<file path="config.mk">
export PLATFORM = sky130hd
export DESIGN_NAME = palette_gradient_color_map_top_flat
export DESIGN_NICKNAME = d
export VERILOG_FILES = /design/src/sv/pgcm_pkg.sv /design/src/sv/pgcm_if.sv /design/src/sv/pgcm_div_cell.sv /design/src/sv/pgcm_blend.sv /design/src/sv/palette_gradient_color_map_top.sv /design/src/flat_wrapper.sv
export SDC_FILE = /design/constraint.sdc
export NUM_CORES = 2
export LEC_CHECK = 0
export BUFFER_PORTS_ARGS = -buffer_cell sky130_fd_sc_hd__buf_2
export CAP_MARGIN = 25
export CORE_MARGIN = 3
export CORE_UTILIZATION = 58
export DETAILED_ROUTE_END_ITERATION = 16
export PLACE_DENSITY = 0.74
export SLEW_MARGIN = 20
export SYNTH_ARGS = -nofsm -noshare
export SYNTH_HDL_FRONTEND = slang
export SYNTH_HIERARCHICAL = 1
export SYNTH_SLANG_ARGS = --single-unit
</file>
<file path="constraint.sdc">
create_clock -name clk -period 10.55 [get_ports clk]
set_clock_uncertainty 0.05 [all_clocks]
set_input_delay 0.5275 -clock clk [delete_from_list [all_inputs] [get_ports clk]]
set_output_delay 0.5275 -clock clk [all_outputs]
set_load 0.05 [all_outputs]
</file>
<file path="src/sv/pgcm_pkg.sv">
// package: register codes, palette defaults and field widths for the gradient color map
package pgcm_pkg;

  localparam int PALETTE_SIZE = 5;
  localparam int COLOR_W      = 24;
  localparam int CHAN_W       = 8;
  localparam int NUM_CHAN     = 3;
  localparam int INDEX_W      = 3;
  localparam int ENTRY_W      = 3;
  localparam int LIMIT_CFG_W  = 16;
  localparam int SEG_W        = 2;

  localparam logic [LIMIT_CFG_W-1:0] LIMIT_RESET = 16'd100;

  localparam logic [PALETTE_SIZE-1:0][COLOR_W-1:0] PALETTE_RESET = {
    24'hFF007F, 24'h140000, 24'h000033, 24'h323233, 24'h000000
  };

  typedef logic [PALETTE_SIZE-1:0][COLOR_W-1:0] palette_t;

  typedef enum logic [INDEX_W-1:0] {
    REG_LIMIT = 3'd0,
    REG_PAL0  = 3'd1,
    REG_PAL1  = 3'd2,
    REG_PAL2  = 3'd3,
    REG_PAL3  = 3'd4,
    REG_PAL4  = 3'd5
  } reg_index_t;

endpackage

</file>
<file path="src/sv/pgcm_if.sv">
// stream interfaces: iteration counts in, rgb colors out
interface pgcm_count_if #(
  parameter int COUNT_BITS = 16
) ();
  logic                  valid;
  logic                  ready;
  logic [COUNT_BITS-1:0] iteration_count;

  modport source (output valid, output iteration_count, input ready);
  modport sink (input valid, input iteration_count, output ready);
endinterface

interface pgcm_color_if ();
  logic                        valid;
  logic                        ready;
  logic [pgcm_pkg::CHAN_W-1:0] red;
  logic [pgcm_pkg::CHAN_W-1:0] green;
  logic [pgcm_pkg::CHAN_W-1:0] blue;

  modport source (output valid, output red, output green, output blue, input ready);
  modport sink (input valid, input red, input green, input blue, output ready);
endinterface

</file>
<file path="src/sv/pgcm_div_cell.sv">
// one restoring-division cell: doubles the remainder, subtracts the limit, appends a quotient bit
module pgcm_div_cell #(
  parameter int COUNT_BITS = 16,
  parameter int QUOT_BITS  = 18
) (
  input  logic                  clk,
  input  logic                  rst,
  input  logic [COUNT_BITS-1:0] limit,
  input  logic                  in_valid,
  output logic                  in_ready,
  input  logic                  in_sat,
  input  logic [COUNT_BITS-1:0] in_rem,
  input  logic [QUOT_BITS-1:0]  in_quot,
  output logic                  out_valid,
  input  logic                  out_ready,
  output logic                  out_sat,
  output logic [COUNT_BITS-1:0] out_rem,
  output logic [QUOT_BITS-1:0]  out_quot
);

  logic                  valid;
  logic                  sat;
  logic [COUNT_BITS-1:0] rem;
  logic [QUOT_BITS-1:0]  quot;
  logic [COUNT_BITS:0]   rem_x2;
  logic [COUNT_BITS:0]   rem_diff;
  logic                  take;
  logic [COUNT_BITS-1:0] rem_next;
  logic [QUOT_BITS-1:0]  quot_next;

  assign in_ready = !valid || out_ready;

  // remainder stays below the limit, so the doubled value fits one extra bit
  always_comb begin
    rem_x2    = {in_rem, 1'b0};
    rem_diff  = rem_x2 - {1'b0, limit};
    take      = (rem_x2 >= {1'b0, limit});
    rem_next  = take ? rem_diff[COUNT_BITS-1:0] : rem_x2[COUNT_BITS-1:0];
    quot_next = {in_quot[QUOT_BITS-2:0], take};
  end

  always_ff @(posedge clk) begin
    if (rst) begin
      valid <= 1'b0;
    end else if (in_ready) begin
      valid <= in_valid;
    end
  end

  always_ff @(posedge clk) begin
    if (in_valid && in_ready) begin
      sat  <= in_sat;
      rem  <= rem_next;
      quot <= quot_next;
    end
  end

  assign out_valid = valid;
  assign out_sat   = sat;
  assign out_rem   = rem;
  assign out_quot  = quot;

endmodule

</file>
<file path="src/sv/pgcm_blend.sv">
// palette select and per-channel linear blend, with the output register
module pgcm_blend #(
  parameter int FRACTION_BITS = 16
) (
  input  logic                       clk,
  input  logic                       rst,
  input  pgcm_pkg::palette_t         palette,
  input  logic                       in_valid,
  output logic                       in_ready,
  input  logic                       in_sat,
  input  logic [FRACTION_BITS+1:0]   in_quot,
  output logic                       out_valid,
  input  logic                       out_ready,
  output logic [pgcm_pkg::CHAN_W-1:0] out_red,
  output logic [pgcm_pkg::CHAN_W-1:0] out_green,
  output logic [pgcm_pkg::CHAN_W-1:0] out_blue
);

  localparam int QUOT_BITS = FRACTION_BITS + pgcm_pkg::SEG_W;
  localparam int SUM_W     = FRACTION_BITS + pgcm_pkg::CHAN_W + 2;

  logic                                    valid;
  logic [pgcm_pkg::SEG_W-1:0]              seg;
  logic [FRACTION_BITS-1:0]                frac;
  logic [pgcm_pkg::ENTRY_W-1:0]            lo_idx;
  logic [pgcm_pkg::ENTRY_W-1:0]            hi_idx;
  logic [pgcm_pkg::COLOR_W-1:0]            lo_color;
  logic [pgcm_pkg::COLOR_W-1:0]            hi_color;
  logic [pgcm_pkg::COLOR_W-1:0]            last_color;
  logic [pgcm_pkg::NUM_CHAN-1:0][pgcm_pkg::CHAN_W-1:0] chan_next;
  logic [pgcm_pkg::NUM_CHAN-1:0][pgcm_pkg::CHAN_W-1:0] chan;

  assign in_ready = !valid || out_ready;

  always_comb begin
    seg        = in_quot[QUOT_BITS-1 -: pgcm_pkg::SEG_W];
    frac       = in_quot[FRACTION_BITS-1:0];
    lo_idx     = pgcm_pkg::ENTRY_W'(seg);
    hi_idx     = lo_idx + pgcm_pkg::ENTRY_W'(1);
    lo_color   = palette[lo_idx];
    hi_color   = palette[hi_idx];
    last_color = palette[pgcm_pkg::PALETTE_SIZE-1];
  end

  // channel 0 is red, taken from the top byte
  for (genvar c = 0; c < pgcm_pkg::NUM_CHAN; c++) begin : g_lane
    localparam int SH = pgcm_pkg::CHAN_W * (pgcm_pkg::NUM_CHAN - 1 - c);
    logic [pgcm_pkg::CHAN_W-1:0]   lo;
    logic [pgcm_pkg::CHAN_W-1:0]   hi;
    logic signed [pgcm_pkg::CHAN_W:0] diff;
    logic signed [FRACTION_BITS:0] weight;
    logic signed [SUM_W-1:0]       prod;
    logic signed [SUM_W-1:0]       sum;

    // lo + (hi - lo) * t, floored; the sum never goes negative
    always_comb begin
      lo     = lo_color[SH +: pgcm_pkg::CHAN_W];
      hi     = hi_color[SH +: pgcm_pkg::CHAN_W];
      diff   = $signed({1'b0, hi}) - $signed({1'b0, lo});
      weight = $signed({1'b0, frac});
      prod   = SUM_W'(diff) * SUM_W'(weight);
      sum    = prod + $signed({2'b00, lo, {FRACTION_BITS{1'b0}}});
      if (in_sat) begin
        chan_next[c] = last_color[SH +: pgcm_pkg::CHAN_W];
      end else begin
        chan_next[c] = sum[FRACTION_BITS +: pgcm_pkg::CHAN_W];
      end
    end
  end

  always_ff @(posedge clk) begin
    if (rst) begin
      valid <= 1'b0;
    end else if (in_ready) begin
      valid <= in_valid;
    end
  end

  always_ff @(posedge clk) begin
    if (in_valid && in_ready) begin
      chan <= chan_next;
    end
  end

  assign out_valid = valid;
  assign out_red   = chan[0];
  assign out_green = chan[1];
  assign out_blue  = chan[2];

endmodule

</file>
<file path="src/sv/palette_gradient_color_map_top.sv">
// Gradient palette color map: iteration count in, interpolated rgb out.
// pixel_in carries one iteration count per transaction (valid/ready);
// color_out carries the red, green and blue bytes of the matching pixel.
// Results leave in the order the counts arrived, one per count.
// Position 4*count/limit is formed by a chain of FRACTION_BITS+2 division
// cells, one quotient bit per cell, followed by a blend stage that holds
// the output register; each cell and the blend stage is registered, and
// one pixel is taken every cycle in steady state while color_out is ready.
// Every stage has its own valid bit and advances whenever the stage after
// it is empty or moving, so a stalled receiver backs up only the filled
// stages; bubbles are squeezed out and pixel_in stays ready until the
// whole chain is full.
// Counts at or above the limit (or any count with a limit of zero) give
// palette entry 4 unchanged.
// Configuration writes (index 0 limit, 1..5 palette entries) take effect at
// once; the user must make them only while the chain is empty, and the
// block does not enforce it. Other indexes are ignored. Reset empties
// the chain and loads the default limit of 100 and the default palette.
module palette_gradient_color_map_top #(
  parameter int COUNT_BITS    = 16,
  parameter int FRACTION_BITS = 16
) (
  input  logic                              clk,
  input  logic                              rst,
  input  logic                              cfg_write_enable,
  input  logic [pgcm_pkg::INDEX_W-1:0]      cfg_index,
  input  logic [pgcm_pkg::COLOR_W-1:0]      cfg_data,
  pgcm_count_if.sink                        pixel_in,
  pgcm_color_if.source                      color_out
);

  localparam int QUOT_BITS = FRACTION_BITS + pgcm_pkg::SEG_W;
  localparam int NUM_CELLS = QUOT_BITS;
  localparam int LIMIT_W   = (COUNT_BITS < pgcm_pkg::LIMIT_CFG_W) ?
                             COUNT_BITS : pgcm_pkg::LIMIT_CFG_W;

  logic [COUNT_BITS-1:0] limit;
  pgcm_pkg::palette_t    palette;

  logic                  link_valid [NUM_CELLS+1];
  logic                  link_ready [NUM_CELLS+1];
  logic                  link_sat   [NUM_CELLS+1];
  logic [COUNT_BITS-1:0] link_rem   [NUM_CELLS+1];
  logic [QUOT_BITS-1:0]  link_quot  [NUM_CELLS+1];

  // configuration registers
  always_ff @(posedge clk) begin
    if (rst) begin
      limit   <= COUNT_BITS'(pgcm_pkg::LIMIT_RESET);
      palette <= pgcm_pkg::PALETTE_RESET;
    end else if (cfg_write_enable) begin
      if (cfg_index == pgcm_pkg::REG_LIMIT) begin
        limit <= COUNT_BITS'(cfg_data[LIMIT_W-1:0]);
      end else if (cfg_index inside {[pgcm_pkg::REG_PAL0:pgcm_pkg::REG_PAL4]}) begin
        palette[pgcm_pkg::ENTRY_W'(cfg_index - pgcm_pkg::REG_PAL0)] <= cfg_data;
      end
    end
  end

  // head of the chain: the count itself is the first remainder
  assign link_valid[0]  = pixel_in.valid;
  assign pixel_in.ready = link_ready[0];
  assign link_sat[0]    = (pixel_in.iteration_count >= limit);
  assign link_rem[0]    = pixel_in.iteration_count;
  assign link_quot[0]   = '0;

  for (genvar i = 0; i < NUM_CELLS; i++) begin : g_cell
    pgcm_div_cell #(
      .COUNT_BITS (COUNT_BITS),
      .QUOT_BITS  (QUOT_BITS)
    ) u_cell (
      .clk       (clk),
      .rst       (rst),
      .limit     (limit),
      .in_valid  (link_valid[i]),
      .in_ready  (link_ready[i]),
      .in_sat    (link_sat[i]),
      .in_rem    (link_rem[i]),
      .in_quot   (link_quot[i]),
      .out_valid (link_valid[i+1]),
      .out_ready (link_ready[i+1]),
      .out_sat   (link_sat[i+1]),
      .out_rem   (link_rem[i+1]),
      .out_quot  (link_quot[i+1])
    );
  end

  pgcm_blend #(
    .FRACTION_BITS (FRACTION_BITS)
  ) u_blend (
    .clk       (clk),
    .rst       (rst),
    .palette   (palette),
    .in_valid  (link_valid[NUM_CELLS]),
    .in_ready  (link_ready[NUM_CELLS]),
    .in_sat    (link_sat[NUM_CELLS]),
    .in_quot   (link_quot[NUM_CELLS]),
    .out_valid (color_out.valid),
    .out_ready (color_out.ready),
    .out_red   (color_out.red),
    .out_green (color_out.green),
    .out_blue  (color_out.blue)
  );

endmodule

</file>
<file path="src/flat_wrapper.sv">
// flat-port wrapper written by rule: the top's interface ports become plain ports
module palette_gradient_color_map_top_flat 
#(
  parameter int COUNT_BITS    = 16,
  parameter int FRACTION_BITS = 16
)
  (clk, rst, cfg_write_enable, cfg_index, cfg_data, pixel_in_valid, pixel_in_iteration_count, pixel_in_ready, color_out_valid, color_out_red, color_out_green, color_out_blue, color_out_ready);
  pgcm_count_if #(.COUNT_BITS(COUNT_BITS)) pixel_in_i ();
  pgcm_color_if color_out_i ();
  input  logic clk;
  input  logic rst;
  input  logic cfg_write_enable;
  input  logic [pgcm_pkg::INDEX_W-1:0] cfg_index;
  input  logic [pgcm_pkg::COLOR_W-1:0] cfg_data;
  input wire logic [$bits(pixel_in_i.valid)-1:0] pixel_in_valid;
  input wire logic [$bits(pixel_in_i.iteration_count)-1:0] pixel_in_iteration_count;
  output wire logic [$bits(pixel_in_i.ready)-1:0] pixel_in_ready;
  output wire logic [$bits(color_out_i.valid)-1:0] color_out_valid;
  output wire logic [$bits(color_out_i.red)-1:0] color_out_red;
  output wire logic [$bits(color_out_i.green)-1:0] color_out_green;
  output wire logic [$bits(color_out_i.blue)-1:0] color_out_blue;
  input wire logic [$bits(color_out_i.ready)-1:0] color_out_ready;
  assign pixel_in_i.valid = pixel_in_valid;
  assign pixel_in_i.iteration_count = pixel_in_iteration_count;
  assign pixel_in_ready = pixel_in_i.ready;
  assign color_out_valid = color_out_i.valid;
  assign color_out_red = color_out_i.red;
  assign color_out_green = color_out_i.green;
  assign color_out_blue = color_out_i.blue;
  assign color_out_i.ready = color_out_ready;
  palette_gradient_color_map_top #(.COUNT_BITS(COUNT_BITS), .FRACTION_BITS(FRACTION_BITS)) u_core (.clk(clk), .rst(rst), .cfg_write_enable(cfg_write_enable), .cfg_index(cfg_index), .cfg_data(cfg_data), .pixel_in(pixel_in_i), .color_out(color_out_i));
endmodule
</file>
# After elaboration in Yosys (flattened, before gate mapping)
# Index checks and enable logic that the tools add are counted.
[word_totals]
register_bits = 640
latchBits = 0
mem_bits_rw = 0
rom_bits = 0
input_bits = 48
mem_count = 0
[op_classes]
add_sub_neg = 25
n_mul = 3
div_mod_pow = 0
n_lt_le_gt_ge = 25
eq_ne = 0
shifts = 0
n_mux = 27
bitwise_logic = 1
n_reduce_logical = 62
[op_table]
columns = ["op", "n"]
rows = [
  [">= comparator 17 x 16 -> 1 bit", 18],
  ["two-way mux 16 bit", 17],
  ["subtractor 16 bit", 17],
  ["bitwise mux 120 bit", 1],
  ["adder 24 bit", 3],
  ["binary-select mux 24 bit (select 3 bit)", 1],
  ["demux 24 bit (select 3 bit)", 1],
  ["multiplier 9 x 17 -> 24 bit", 3],
  ["two-way mux 24 bit", 3],
  ["binary-select mux 24 bit (select 2 bit)", 1],
  ["subtractor 8 x 8 -> 9 bit", 3],
  ["two-way mux 8 bit", 3],
  ["logical AND 1 bit", 21],
  ["logical NOT 1 bit", 19],
  ["logical OR 1 bit", 19],
  [">= comparator 16 bit", 1],
  ["< comparator 3 x 4 -> 1 bit (second input constant)", 2],
  [">= comparator 3 x 1 -> 1 bit (second input constant)", 2],
  ["< comparator 2 x 4 -> 1 bit (second input constant)", 1],
  ["adder 2 x 1 -> 3 bit (second input constant)", 1],
  ["less-or-equal comparator 3 bit (second input constant)", 1],
  ["logical NOT 3 bit", 1],
  ["AND reduction 3 bit", 1],
  ["subtractor 3 x 1 -> 3 bit (second input constant)", 1],
  ["other kinds (2)", 2],
]

# Longest topological paths before layout
[depth]
word_depth = 21
depth_mapped = 37
mapped_depth_nobuf = 34

# Hierarchy
# Netlist, hierarchy kept.
[by_module_without_submodules]
columns = ["mod", "instances", "cells_per_inst", "area_per_inst_um2", "seq_area_each_um2"]
rows = [
  ["pgcm_div_cell at u_core.g_cell[15].u_cell ...", 12, 197, 2259.7, 1071.0],
  ["pgcm_blend", 1, 1806, 16844.9, 740.7],
  ["pgcm_div_cell at u_core.g_cell[0].u_cell ...", 5, 194, 2215.9, 1071.0],
  ["palette_gradient_color_map_top", 1, 591, 5831.8, 2722.6],
  ["pgcm_div_cell at u_core.g_cell[14].u_cell", 1, 185, 2212.1, 1071.0],
]

# Worst setup path before layout
# OpenSTA, ideal clock, no wires.
[synth_timing]
path_kind = "register to register"
from = "reg u_core.g_cell[17].u_cell.quot[16]"
to = "reg u_core.u_blend.chan (netlist bit u_core/u_blend/out_green[7]) (data pin)"
arrival_time_ns = 8.667
t_required_ns = 10.348
slack_ns = 1.680
stages_incl_launch_ff = 35
path_buffers = 6
period_less_slack_ns = 8.870
cell_sequence = "edfxtp_1 > buf_4 > buf_6 > buf_2 > buf_1 > buf_1 > mux4_2 > ha_1 > fa_1 > nor2_1 > mux2i_1 > o21ai_0 > nand4_1 > nand2_1 > xor2_1 > buf_2 > nand2_1 > fa_1 > fa_1 > inv_1 > fa_1 > fa_1 > inv_1 > fa_1 > inv_1 > ha_1 > a2111oi_0 > o21ai_0 > a31oi_1 > nand4b_1 > o311ai_0 > o31a_1 > a41oi_1 > xnor3_1 > o21ai_0"
[synth_rtl]
columns = ["element", "line_no", "text"]
rows = [
  ["start: declaration", "pgcm_div_cell.sv:24", "logic [QUOT_BITS-1:0] quot;"],
  ["start signal: assignment", "pgcm_div_cell.sv:54", "quot <= quot_next;"],
  ["end signal: assignment", "pgcm_blend.sv:81", "chan <= chan_next;"],
  ["end: declaration", "pgcm_blend.sv:31", "logic [pgcm_pkg::NUM_CHAN-1:0][pgcm_pkg::CHAN_W-1:0] chan;"],
]

==> flow_metrics.tcl <==
set metrics [dict create \
    io_buffers 73 \
    cts.sinks 640 \
    tightest_slew_ns 1.12 \
    dp.final_hpwl_mm 99.4 \
    drtPass1Iterations 6 \
    fmax_ghz 0.106 \
    fin_nets 6513 \
    p_sw_share_pct 31.0 \
    synth_cells 5655 \
    die_w_um 320 \
    dp_cells 6846 \
    cp.depth 28 \
    vdd_drop_max_mv 0.123 \
    finalCritPeriodShare_pct 89.3 \
    hold_path_end "u_core/limit[5]" \
    vias_per_cell 5.91 \
    wirelength_mm 136 \
    grt_pass1_wl_mm 219 \
    finish.utilization_pct 62.5 \
    comb_power_share_pct 30.3 \
    die_area_mm2 0.103 \
    core_area_mm2 0.0974 \
    p_int_mw 5.23 \
    r2r_cells 28 \
    num_rows 114 \
    route.detailed.drc 0 \
    crit_type "reg -> reg" \
    postCtsSetupRepairBufs 0 \
    worst_r2r_endpoint "u_core/u_blend/out_blue[7]" \
    p_leak_nw 25.7 \
    chipHeight_um 320 \
    layoutNonFillerInstCount 6983 \
    ff_latch_area_mm2 0.0177 \
    hold_class "in -> reg" \
    yosys_warnings 6 \
    startpoint_type "flip-flop" \
    status "complete, no violations" \
    synth_area_per_cell_um2 10.1 \
    drive_above_1_share_pct 12.7 \
    cts_root_buf "clkbuf_16" \
    cts_resized 0 \
    ctsHtreeMaxLevel 3 \
    power_density_mw_per_mm2 124 \
    fin_hold_ws_ns 0.142 \
    crit_path_top_delay_cell "a21boi_2" \
    clkTransAtPathRegs_ns 0.06 \
    cp_data_required_time_ns 10.87 \
    cts_max_path_buffers 3 \
    drv_cap 0 \
    num_vias 41300 \
    slew_violations 0 \
    overflow 0 \
    cts_made_buffers 71 \
    n_fill_cell 7800 \
    min_period_ns 9.43 \
    multi_input_area_mm2 0.0355 \
    setup-violations-final 0 \
    synthesis.area_mm2 0.0573 \
    critPathMaxFanout 34 \
    antenna_found_initial 6 \
    gp_congestion 0.872 \
    clkPwrFrac_pct 32.7 \
    track_usage_pct 26.4 \
    cts_tree "built" \
    rrSetupSlack_ns 1.12 \
    min_from "cfg_data[5]" \
    postCtsHoldBufs 0 \
    rsz0062_at_grt "false" \
    netSwitchingPower_mw 2.34 \
    area_growth_pct 6.12 \
    regToRegStartpoint "u_core/g_cell[17].u_cell/out_quot[16]" \
    endpoint_kind "flip-flop" \
    wl_per_cell_um 19.4 \
    synth_nets 6520 \
    grt_pass1_vias 41200 \
    pwr-share-seq_pct 37.0 \
    crit_buf_inv 4 \
    critical_path.max_stage_delay_ns 0.65 \
    slew_headroom_pct 25.5 \
    ant_nets 0 \
    insertion_delay_ns 0.63 \
    cp_common_cell "fa_1" \
    hold_violations 0 \
    cp_top_family "adder cells" \
    grt_max_degree 119 \
    holdPathStages 2 \
    drt_iter0_markers 2921 \
    worstPathArrival_ns 9.74 \
    start_util_pct 58.9 \
    finalSetupTns_ns 0 \
    io_pins 74 \
]
## routing by layer
metal  global-route usage, %  share of wire, %  vias up  wire [um]
met3                    2.93               5.7      246       7750
met2                    44.6                48     1207      64800
li1                        -                 -    19500          -
met1                    35.5                43    20300      58500
met4                    9.46               3.5        0       4720
met5                       0                 0        -          0
## stage by stage
step           instance area (um2)  setup slack, ns  total power, mW
2_1_floorplan                57300             1.68             4.65
6_report                     60900             1.12             7.57
5_1_grt                      60800            0.369             8.05
4_1_cts                      60700            0.964             7.62
3_5_place_dp                 58400             1.06             5.12
3_3_place_gp                 58400             1.26             5.06
## cell type report
| class | count | area share, % |
|---|---|---|
| multi-input combinational | 4057 | 58.4 |
| sequential | 640 | 29.0 |
| antenna | 6 | 0.0247 |
| tap | 1276 | 2.62 |
| inverter | 725 | 4.47 |
| clock inverter | 34 | 0.561 |
| timing repair buffer | 153 | 1.71 |
| clock buffer | 92 | 3.20 |
## state kept, by name, summed over array words and instances, names as in the netlist
signal and count:
u_core/u_blend/out_green 8, u_core/g_cell.u_cell/out_rem 272, u_core/limit 16, u_core/u_blend/out_red 8
u_core/u_blend/out_blue 8, u_core/u_blend/out_valid 1, u_core/g_cell.u_cell/out_sat 18, u_core/palette 120
u_core/g_cell.u_cell/out_quot 171, u_core/g_cell.u_cell/out_valid 18
## worst max-delay path by stage
stage	startpoint	to	slack, ns
final	u_core/g_cell[17].u_cell/out_quot[16]	u_core/u_blend/out_blue[7]	1.12
after floorplan	u_core/g_cell[17].u_cell/out_quot[16]	u_core/u_blend/out_green[7]	1.68
after global placement	u_core/g_cell[17].u_cell/out_quot[16]	u_core/u_blend/out_green[7]	1.26
after global routing	u_core/g_cell[17].u_cell/out_quot[16]	u_core/u_blend/out_green[7]	0.37
after CTS	u_core/g_cell[17].u_cell/out_quot[16]	u_core/u_blend/out_green[7]	0.96
after detailed placement	u_core/g_cell[17].u_cell/out_quot[16]	u_core/u_blend/out_green[7]	1.06
## worst reg2reg max path: cells and delay by family (launching register included)
kind,cells,cell delay (ns)
simple gates,5,1.04
fa+ha+maj,9,3.77
compound gates,8,2.98
buf+inv,4,0.53
xor+xnor,1,0.13
flops,1,0.39
mux,1,0.28
## cell usage in the layout, fill, tap and decap left out, drive strengths merged, types with 108 or more instances in the layout
cell type,instances
nand2,294
xnor2,129
dfxtp,155
buf,153
a21oi,329
inv,733
o21ai,186
mux2,213
nand2b,248
and2,301
mux2i,148
xor2,108
fa,335
ha,482
edfxtp,485
nor2,299
## power by group through the flow
stage,Combinational (mW),Sequential (mW),Clock (mW)
global placement,2.20,2.86,0
CTS,2.30,2.80,2.52
floorplan,1.81,2.84,0
detailed placement,2.27,2.86,0
global route,2.62,2.81,2.62
finish,2.29,2.80,2.47
Note: power is estimated with default switching activity, not from simulation.
